**config.mk**
```make
export PLATFORM = sky130hd
export DESIGN_NAME = tween_cycle_timer
export DESIGN_NICKNAME = d
export VERILOG_FILES = /design/src/design/tcyc_pkg.sv /design/src/design/tween_cycle_timer.sv /design/src/design/tcyc_ctrl.sv /design/src/design/tcyc_dp.sv
export SDC_FILE = /design/constraint.sdc
export NUM_CORES = 1
export LEC_CHECK = 0
export ABC_AREA = 1
export BUFFER_PORTS_ARGS = -buffer_cell sky130_fd_sc_hd__buf_2
export CORE_AREA = 5 5 259 160
export CTS_BUF_LIST = sky130_fd_sc_hd__clkbuf_16
export DETAILED_ROUTE_END_ITERATION = 10
export DIE_AREA = 0 0 264 165
export PLACE_DENSITY = 0.76
export SLEW_MARGIN = 0
export SYNTH_ARGS = -nofsm -noshare
export SYNTH_HDL_FRONTEND = slang
export SYNTH_SLANG_ARGS = --single-unit
```
**constraint.sdc**
```tcl
create_clock -name aclk -period 2.97 [get_ports aclk]
set_input_delay 0.7425 -clock aclk [delete_from_list [all_inputs] [get_ports aclk]]
set_output_delay 0.7425 -clock aclk [all_outputs]
set_load 0.03 [all_outputs]
```
**src/design/tcyc_pkg.sv**
```systemverilog
package tcyc_pkg;

    // Event kinds carried on the input channel's tuser.
    localparam logic [2:0] REQ_START  = 3'd0;
    localparam logic [2:0] REQ_STOP   = 3'd1;
    localparam logic [2:0] REQ_PAUSE  = 3'd2;
    localparam logic [2:0] REQ_RESUME = 3'd3;
    localparam logic [2:0] REQ_TICK   = 3'd4;

    // Configuration register indexes.
    localparam logic [1:0] CFG_DURATION = 2'd0;
    localparam logic [1:0] CFG_FOREVER  = 2'd1;
    localparam logic [1:0] CFG_REPEAT   = 2'd2;
    localparam logic [1:0] CFG_BOUNCE   = 2'd3;

    // Fixed field widths.
    localparam int TIME_W   = 32;
    localparam int REPEAT_W = 16;
    localparam int REQ_W    = 3;
    localparam int FLAGS_W  = 3;
    localparam int CFG_AW   = 2;

    // Reset values of the configuration.
    localparam logic [TIME_W-1:0]   DURATION_RST = 32'd1000;
    localparam logic [REPEAT_W-1:0] REPEAT_RST   = 16'd1;

    // Commands from the controller to the datapath.
    typedef struct packed {
        logic accept;    // an input transfer completes this cycle
        logic eval;      // clamp elapsed time, update tween state, seed divider
        logic div_step;  // one quotient bit
        logic out_load;  // move the finished result into the output register
    } ctrl_cmd_t;

    // Status from the datapath to the controller.
    typedef struct packed {
        logic tick_run;  // offered item is a tick and the tween is not paused
        logic div_last;  // this divider step produces the last quotient bit
        logic out_free;  // output register can take a new result
    } ctrl_sts_t;

endpackage

```
**src/design/tween_cycle_timer.sv**
```systemverilog
// Channel  Direction  tdata                          tuser
// s_       in         [31:0] event_time              [2:0] req_type
// m_       out        [FRAC:0] progress, zero pad    [0] reversed [1] cycle_done [2] finished
//
// Start, stop, pause, resume and a paused tick are handled at the input transfer
// and leave the block ready for the next event. A tick with a result takes the
// transfer, clamps the elapsed time and updates state, then runs the restoring
// divider one step per fraction bit, then loads the output register.
// A result waiting on m_tready holds the block in its final state.
// aresetn is synchronous and active low; it resets the configuration, the tween
// state, the controller, the divider count and the output valid, while the other
// per-tick working registers carry no reset.
module tween_cycle_timer #(
    parameter int PROGRESS_FRAC_BITS = 16
) (
    input  logic                                 aclk,
    input  logic                                 aresetn,
    input  logic                                 s_tvalid,
    output logic                                 s_tready,
    input  logic [tcyc_pkg::TIME_W-1:0]          s_tdata,   // event_time
    input  logic [tcyc_pkg::REQ_W-1:0]           s_tuser,   // req_type
    output logic                                 m_tvalid,
    input  logic                                 m_tready,
    output logic [((PROGRESS_FRAC_BITS+8)/8)*8-1:0] m_tdata, // progress, zero fill
    output logic [tcyc_pkg::FLAGS_W-1:0]         m_tuser,   // reversed, cycle_done, finished
    input  logic                                 cfg_wr_en,
    input  logic [tcyc_pkg::CFG_AW-1:0]          cfg_addr,
    input  logic [tcyc_pkg::TIME_W-1:0]          cfg_wdata
);

    localparam int DATA_W = ((PROGRESS_FRAC_BITS + 8) / 8) * 8;

    tcyc_pkg::ctrl_cmd_t cmd;
    tcyc_pkg::ctrl_sts_t sts;

    tcyc_ctrl u_ctrl (
        .aclk     (aclk),
        .aresetn  (aresetn),
        .s_tvalid (s_tvalid),
        .s_tready (s_tready),
        .sts      (sts),
        .cmd      (cmd)
    );

    tcyc_dp #(
        .FRAC_BITS (PROGRESS_FRAC_BITS),
        .DATA_W    (DATA_W)
    ) u_dp (
        .aclk      (aclk),
        .aresetn   (aresetn),
        .cmd       (cmd),
        .sts       (sts),
        .s_tdata   (s_tdata),
        .s_tuser   (s_tuser),
        .cfg_wr_en (cfg_wr_en),
        .cfg_addr  (cfg_addr),
        .cfg_wdata (cfg_wdata),
        .m_tvalid  (m_tvalid),
        .m_tready  (m_tready),
        .m_tdata   (m_tdata),
        .m_tuser   (m_tuser)
    );

`ifndef SYNTHESIS
    // A running tick keeps the input closed while it is evaluated.
    assert property (@(posedge aclk) disable iff (!aresetn)
        (s_tvalid && s_tready && sts.tick_run) |=> !s_tready)
        else $error("input accepted during tick evaluation");

    // A result is loaded only when the output register is free.
    assert property (@(posedge aclk) disable iff (!aresetn)
        cmd.out_load |-> (!m_tvalid || m_tready))
        else $error("result overwrote a pending transfer");

    // Finishing only happens at the end of a cycle.
    assert property (@(posedge aclk) disable iff (!aresetn)
        m_tvalid |-> (m_tuser[1] || !m_tuser[2]))
        else $error("finished without cycle_done");

    // Progress never exceeds full scale.
    assert property (@(posedge aclk) disable iff (!aresetn)
        m_tvalid |-> (m_tdata[PROGRESS_FRAC_BITS:0] <=
                      ((PROGRESS_FRAC_BITS+1)'(1) << PROGRESS_FRAC_BITS)))
        else $error("progress above full scale");
`endif

endmodule

```
**src/design/tcyc_ctrl.sv**
```systemverilog
module tcyc_ctrl (
    input  logic                aclk,
    input  logic                aresetn,
    input  logic                s_tvalid,
    output logic                s_tready,
    input  tcyc_pkg::ctrl_sts_t sts,
    output tcyc_pkg::ctrl_cmd_t cmd
);

    localparam logic [1:0] ST_IDLE = 2'd0;
    localparam logic [1:0] ST_EVAL = 2'd1;
    localparam logic [1:0] ST_DIV  = 2'd2;
    localparam logic [1:0] ST_DONE = 2'd3;

    logic [1:0] state_reg;
    logic [1:0] state_next;

    // Next state and command decode.
    always_comb begin
        state_next = state_reg;
        cmd        = '0;
        s_tready   = 1'b0;
        unique case (state_reg)
            ST_IDLE: begin
                s_tready   = 1'b1;
                cmd.accept = s_tvalid;
                if (s_tvalid && sts.tick_run) begin
                    state_next = ST_EVAL;
                end
            end
            ST_EVAL: begin
                cmd.eval   = 1'b1;
                state_next = ST_DIV;
            end
            ST_DIV: begin
                cmd.div_step = 1'b1;
                if (sts.div_last) begin
                    state_next = ST_DONE;
                end
            end
            ST_DONE: begin
                if (sts.out_free) begin
                    cmd.out_load = 1'b1;
                    state_next   = ST_IDLE;
                end
            end
            default: begin
                state_next = ST_IDLE;
            end
        endcase
    end

    always_ff @(posedge aclk) begin
        if (!aresetn) begin
            state_reg <= ST_IDLE;
        end else begin
            state_reg <= state_next;
        end
    end

endmodule

```
**src/design/tcyc_dp.sv**
```systemverilog
module tcyc_dp #(
    parameter int FRAC_BITS = 16,
    parameter int DATA_W    = 24
) (
    input  logic                          aclk,
    input  logic                          aresetn,
    input  tcyc_pkg::ctrl_cmd_t           cmd,
    output tcyc_pkg::ctrl_sts_t           sts,
    input  logic [tcyc_pkg::TIME_W-1:0]   s_tdata,
    input  logic [tcyc_pkg::REQ_W-1:0]    s_tuser,
    input  logic                          cfg_wr_en,
    input  logic [tcyc_pkg::CFG_AW-1:0]   cfg_addr,
    input  logic [tcyc_pkg::TIME_W-1:0]   cfg_wdata,
    output logic                          m_tvalid,
    input  logic                          m_tready,
    output logic [DATA_W-1:0]             m_tdata,
    output logic [tcyc_pkg::FLAGS_W-1:0]  m_tuser
);

    localparam int TW    = tcyc_pkg::TIME_W;
    localparam int RW    = tcyc_pkg::REPEAT_W;
    localparam int PW    = FRAC_BITS + 1;
    localparam int CNT_W = $clog2(FRAC_BITS + 1);

    // Configuration.
    logic [TW-1:0] duration_reg, duration_next;
    logic          forever_reg, forever_next;
    logic          bounce_reg, bounce_next;

    // Tween state.
    logic          active_reg, active_next;
    logic          paused_reg, paused_next;
    logic          reverse_reg, reverse_next;
    logic [TW-1:0] origin_reg, origin_next;
    logic [TW-1:0] ptotal_reg, ptotal_next;
    logic [TW-1:0] porigin_reg, porigin_next;
    logic [RW-1:0] left_reg, left_next;

    // Per-tick working registers.
    logic [TW-1:0]    elapsed_reg, elapsed_next;
    logic             dir_reg, dir_next;
    logic             done_reg, done_next;
    logic             fin_reg, fin_next;
    logic             zdur_reg, zdur_next;
    logic [TW-1:0]    rem_reg, rem_next;
    logic [PW-1:0]    quo_reg, quo_next;
    logic [CNT_W-1:0] cnt_reg, cnt_next;

    // Output register.
    logic          ovalid_reg, ovalid_next;
    logic [PW-1:0] oprog_reg, oprog_next;
    logic [tcyc_pkg::FLAGS_W-1:0] oflags_reg, oflags_next;

    logic          complete;
    logic [TW:0]   rem_shift;
    logic          rem_ge;

    assign complete  = (elapsed_reg >= duration_reg);
    assign rem_shift = {rem_reg, 1'b0};
    assign rem_ge    = (rem_shift >= {1'b0, duration_reg});

    assign sts.tick_run = (s_tuser == tcyc_pkg::REQ_TICK) && !paused_reg;
    assign sts.div_last = (cnt_reg == CNT_W'(1));
    assign sts.out_free = !ovalid_reg || m_tready;

    // Configuration writes, events, tick evaluation and division steps.
    always_comb begin
        duration_next = duration_reg;
        forever_next  = forever_reg;
        bounce_next   = bounce_reg;
        active_next   = active_reg;
        paused_next   = paused_reg;
        reverse_next  = reverse_reg;
        origin_next   = origin_reg;
        ptotal_next   = ptotal_reg;
        porigin_next  = porigin_reg;
        left_next     = left_reg;
        elapsed_next  = elapsed_reg;
        dir_next      = dir_reg;
        done_next     = done_reg;
        fin_next      = fin_reg;
        zdur_next     = zdur_reg;
        rem_next      = rem_reg;
        quo_next      = quo_reg;
        cnt_next      = cnt_reg;

        if (cfg_wr_en) begin
            unique case (cfg_addr)
                tcyc_pkg::CFG_DURATION: duration_next = cfg_wdata;
                tcyc_pkg::CFG_FOREVER:  forever_next  = cfg_wdata[0];
                tcyc_pkg::CFG_REPEAT:   left_next     = cfg_wdata[RW-1:0];
                tcyc_pkg::CFG_BOUNCE:   bounce_next   = cfg_wdata[0];
                default: ;
            endcase
        end

        // Event handling at the input transfer.
        if (cmd.accept) begin
            unique case (s_tuser)
                tcyc_pkg::REQ_START: begin
                    active_next  = 1'b1;
                    origin_next  = s_tdata;
                    reverse_next = 1'b0;
                end
                tcyc_pkg::REQ_STOP: begin
                    if (active_reg) begin
                        active_next = 1'b0;
                        ptotal_next = '0;
                    end
                end
                tcyc_pkg::REQ_PAUSE: begin
                    paused_next  = 1'b1;
                    porigin_next = s_tdata;
                end
                tcyc_pkg::REQ_RESUME: begin
                    paused_next  = 1'b0;
                    ptotal_next  = ptotal_reg + (s_tdata - porigin_reg);
                    porigin_next = '0;
                end
                tcyc_pkg::REQ_TICK: begin
                    if (!paused_reg) begin
                        elapsed_next = s_tdata - origin_reg - ptotal_reg;
                    end
                end
                default: ;
            endcase
        end

        // Clamp, end-of-cycle handling and divider seed. The top quotient
        // bit is one exactly when the cycle is complete.
        if (cmd.eval) begin
            dir_next  = reverse_reg;
            zdur_next = (duration_reg == '0);
            done_next = 1'b0;
            fin_next  = 1'b0;
            quo_next  = PW'(complete);
            rem_next  = complete ? '0 : elapsed_reg;
            cnt_next  = CNT_W'(FRAC_BITS);
            if (active_reg && complete) begin
                done_next = 1'b1;
                if (!forever_reg && (left_reg <= RW'(1))) begin
                    active_next = 1'b0;
                    ptotal_next = '0;
                    fin_next    = 1'b1;
                end else begin
                    if (!forever_reg) begin
                        left_next = left_reg - RW'(1);
                    end
                    if (bounce_reg) begin
                        reverse_next = !reverse_reg;
                    end
                    origin_next = origin_reg + duration_reg;
                end
            end
        end

        // Restoring division, one quotient bit per cycle.
        if (cmd.div_step) begin
            rem_next = rem_ge ? TW'(rem_shift - {1'b0, duration_reg}) : rem_shift[TW-1:0];
            quo_next = {quo_reg[PW-2:0], rem_ge};
            cnt_next = cnt_reg - CNT_W'(1);
        end
    end

    // Output register: a zero duration reports full scale.
    always_comb begin
        ovalid_next = ovalid_reg;
        oprog_next  = oprog_reg;
        oflags_next = oflags_reg;
        if (m_tready) begin
            ovalid_next = 1'b0;
        end
        if (cmd.out_load) begin
            ovalid_next = 1'b1;
            oprog_next  = zdur_reg ? (PW'(1) << FRAC_BITS) : quo_reg;
            oflags_next = {fin_reg, done_reg, dir_reg};
        end
    end

    always_ff @(posedge aclk) begin
        if (!aresetn) begin
            duration_reg <= tcyc_pkg::DURATION_RST;
            forever_reg  <= 1'b0;
            bounce_reg   <= 1'b0;
            active_reg   <= 1'b0;
            paused_reg   <= 1'b0;
            reverse_reg  <= 1'b0;
            origin_reg   <= '0;
            ptotal_reg   <= '0;
            porigin_reg  <= '0;
            left_reg     <= tcyc_pkg::REPEAT_RST;
            cnt_reg      <= '0;
            ovalid_reg   <= 1'b0;
        end else begin
            duration_reg <= duration_next;
            forever_reg  <= forever_next;
            bounce_reg   <= bounce_next;
            active_reg   <= active_next;
            paused_reg   <= paused_next;
            reverse_reg  <= reverse_next;
            origin_reg   <= origin_next;
            ptotal_reg   <= ptotal_next;
            porigin_reg  <= porigin_next;
            left_reg     <= left_next;
            cnt_reg      <= cnt_next;
            ovalid_reg   <= ovalid_next;
        end
    end

    // Working and result payload.
    always_ff @(posedge aclk) begin
        elapsed_reg <= elapsed_next;
        dir_reg     <= dir_next;
        done_reg    <= done_next;
        fin_reg     <= fin_next;
        zdur_reg    <= zdur_next;
        rem_reg     <= rem_next;
        quo_reg     <= quo_next;
        oprog_reg   <= oprog_next;
        oflags_reg  <= oflags_next;
    end

    assign m_tvalid = ovalid_reg;
    assign m_tdata  = DATA_W'(oprog_reg);
    assign m_tuser  = oflags_reg;

endmodule

```
==> results.txt <==
die width: 264 um
VDD IR max: 0.000478 V
Final Hold Viols: 0
DR vias/cell: 5.84
sequential area share after synthesis: 28.3%
CTS Buf Count: 29
Netlist cell types: 60
max_slew headroom: 45.0%
via count: 24,065
Worst Setup End Kind: flip-flop
Max-Cap Viols: 0
post-route worst setup slack: -0.0436 ns
drt wl/cell: 20.4 um
Hold Path Class: flip-flop to flip-flop
Rows: 56
synthesis-to-layout area growth: 17.8%
CTS tree: built
Root Driver: clkbuf_16
Final HPWL DP: 67.3 mm
Worst EP required: 3.28 ns
Post-synth EDFFs: 105
worst slew pin tran: 0.817 ns
fin nets: 3,878
Clk pin slew, worst setup/hold paths: 0.07 ns
initial antenna violation count: 4
Core Region: 38,700 um^2
post-synth top area share: 15.0%
die height: 165 um
largest cells by area after synthesis: nand2_1, edfxtp_1, dfxtp_1
grt total ovfl: 0
initial drt markers: 3,527
worst-case clock buffer depth: 3
DRC: 0
I/O Buffers: 95
H-tree Lvls: 1
asr flop ratio synth: 0%
final setup vio count: 1
clock sinks: 262
Initial Util: 57.5%
first-pass GRT wire length: 125 mm
post-synth top area cell: nand2_1
Lkg Pwr: 12.7 nW
Worst-Skew Late Latency: 0.58 ns
I/O Pins: 103
Final Cycle Share: 101%
Mean Syn Cell Area: 6.83 um^2
worst hold slack: 0.418 ns
share of layout cells above drive strength 1: 14.7%
fin crit period: 3.01 ns
run status: finished with violations
largest net degree at the start of global routing: 70
GR Util All Layers: 36.8%
Crit Path Max Fanout: 25
die area: 43,600 um^2
Ys Warns: 0
Max Fclk: 332 MHz
Clock Skews: 0.0159 ns
PwrDens: 735 nW/um^2
final instance area: 26,200 um^2
startpoint type of the worst setup path: flip-flop
Mapped Cells: 3,256
routability congestion estimate: 1.10
mapped cell area: 22,200 um^2
Crit Path Category: flip-flop to flip-flop
TritonRoute pass-1 iters: 8
WP data arrival: 3.32 ns
max-slew violations: 0
placed inst area: 25,000 um^2
main flop type after synthesis: dfxtp_1
Seq cells post-synth: 262
ANT nets after route: 0
routed wire length: 83.9 mm
vias in the first global route: 21,466
failing checks: negative setup slack
==> synthesized netlist by cell type (14+ instances only) <==
library cell / number
a21o_1: 14
a21oi_1: 284
buf_2: 22
clkbuf_1: 47
dfxtp_1: 157
edfxtp_1: 105
fa_1: 64
ha_1: 168
inv_1: 454
nand2_1: 886
nand3_1: 187
nand4_1: 48
nor2_1: 324
nor3_1: 39
nor4_1: 16
o21a_1: 16
o21ai_0: 175
o21ai_1: 17
xnor2_1: 21
xor2_1: 60
==> worst paths after layout <==
check / slack [ns] / startpoint / cells after the start / endpoint
hold reg to reg: 0.42 / u_dp.fin_reg / 0 / u_dp.m_tuser[2]
hold / removal: 0.42 / u_dp.fin_reg / 0 / u_dp.m_tuser[2]
setup / recovery: -0.04 / u_dp.duration_reg[26] / 11 / u_dp.rem_reg[15]
setup reg to reg: -0.04 / u_dp.duration_reg[26] / 11 / u_dp.rem_reg[15]
==> layout make-up <==
cell class | count | area, um^2
multi-input combinational | 2441 | 13900
fill | 3434 | 12500
sequential | 262 | 6300
timing repair buffer | 374 | 2630
inverter | 464 | 1740
clock buffer | 30 | 751
tap | 522 | 653
clock inverter | 23 | 194
antenna | 3 | 7.51
==> logic make-up after synthesis <==
group,after synthesis,share of synthesized area (%)
and+or+nand+nor,1554,29.3
buffers and inverters,559,10.1
AOI/OAI and AO/OA,567,13.9
DFF,262,28.3
adders and majority gates,232,15.2
xor gates and xnor gates,81,3.19
other,1,0.0169
==> metal layers <==
metal  up-vias  wire length, um  global-route usage [%]
met3       137            12900                    14.9
met1     11260            37500                    55.7
li1      11217                -                       -
met4         2             1700                    6.77
met2      1449            31800                    48.9
met5         -               55                   0.901
==> through the flow <==
| stage | util, % | setup WS [ns] | power [mW] | std cells | TNS (ns) |
|---|---|---|---|---|---|
| 2_1_floorplan | - | 0.134 | 11.3 | 3262 | 0 |
| 3_3_place_gp | 64.8 | -0.555 | 14.5 | 4061 | -14.40 |
| 3_5_place_dp | 64.8 | -0.509 | 14.7 | 4061 | -16.39 |
| 4_1_cts | 67.2 | 0.0113 | 18.5 | 4114 | 0 |
| 5_1_grt | 67.7 | -0.0139 | 20.1 | 4118 | -0.0414 |
| 6_report | 67.7 | -0.0436 | 19.3 | 4119 | -0.0436 |
==> critical path, cell delays in order, from the launching register on <==
cell and delay [ns]:
dfxtp_1 0.49, inv_1 0.21, ha_1 0.35, a21oi_1 0.32, o21ai_0 0.27, a211oi_1 0.28
nand2_1 0.09, inv_2 0.14, nand2_8 0.16, buf_4 0.19, nand3_1 0.08, nand3_1 0.14
==> timing repair <==
item / 4_1_cts / 5_1_grt
hold buffers: 0 / 0
gates resized for setup: 0 / 50
setup endpoints to repair: 0 / 99
setup buffers: 0 / 2
==> cell usage in the layout (no fill, tap or decap), types with 21 or more instances in the layout <==
master,netlist,layout
nand2_1,886,876
inv_1,454,458
nor2_1,324,317
buf_4,10,273
a21oi_1,284,272
nand3_1,187,184
o21ai_0,175,172
ha_1,168,163
dfxtp_1,157,154
edfxtp_1,105,105
buf_2,22,95
fa_1,64,64
xor2_1,60,59
nand4_1,48,48
nor3_1,39,38
clkbuf_16,0,30
xnor2_1,21,21
==> power breakdown <==
group          leakage [nW]  total, mW  switching [mW]  internal (mW)
Combinational          9.90       10.3            6.81           3.52
Sequential             2.27       5.15           0.475           4.68
Clock                 0.488       3.79            1.69           2.10
Power figures use the tool's default switching activity.
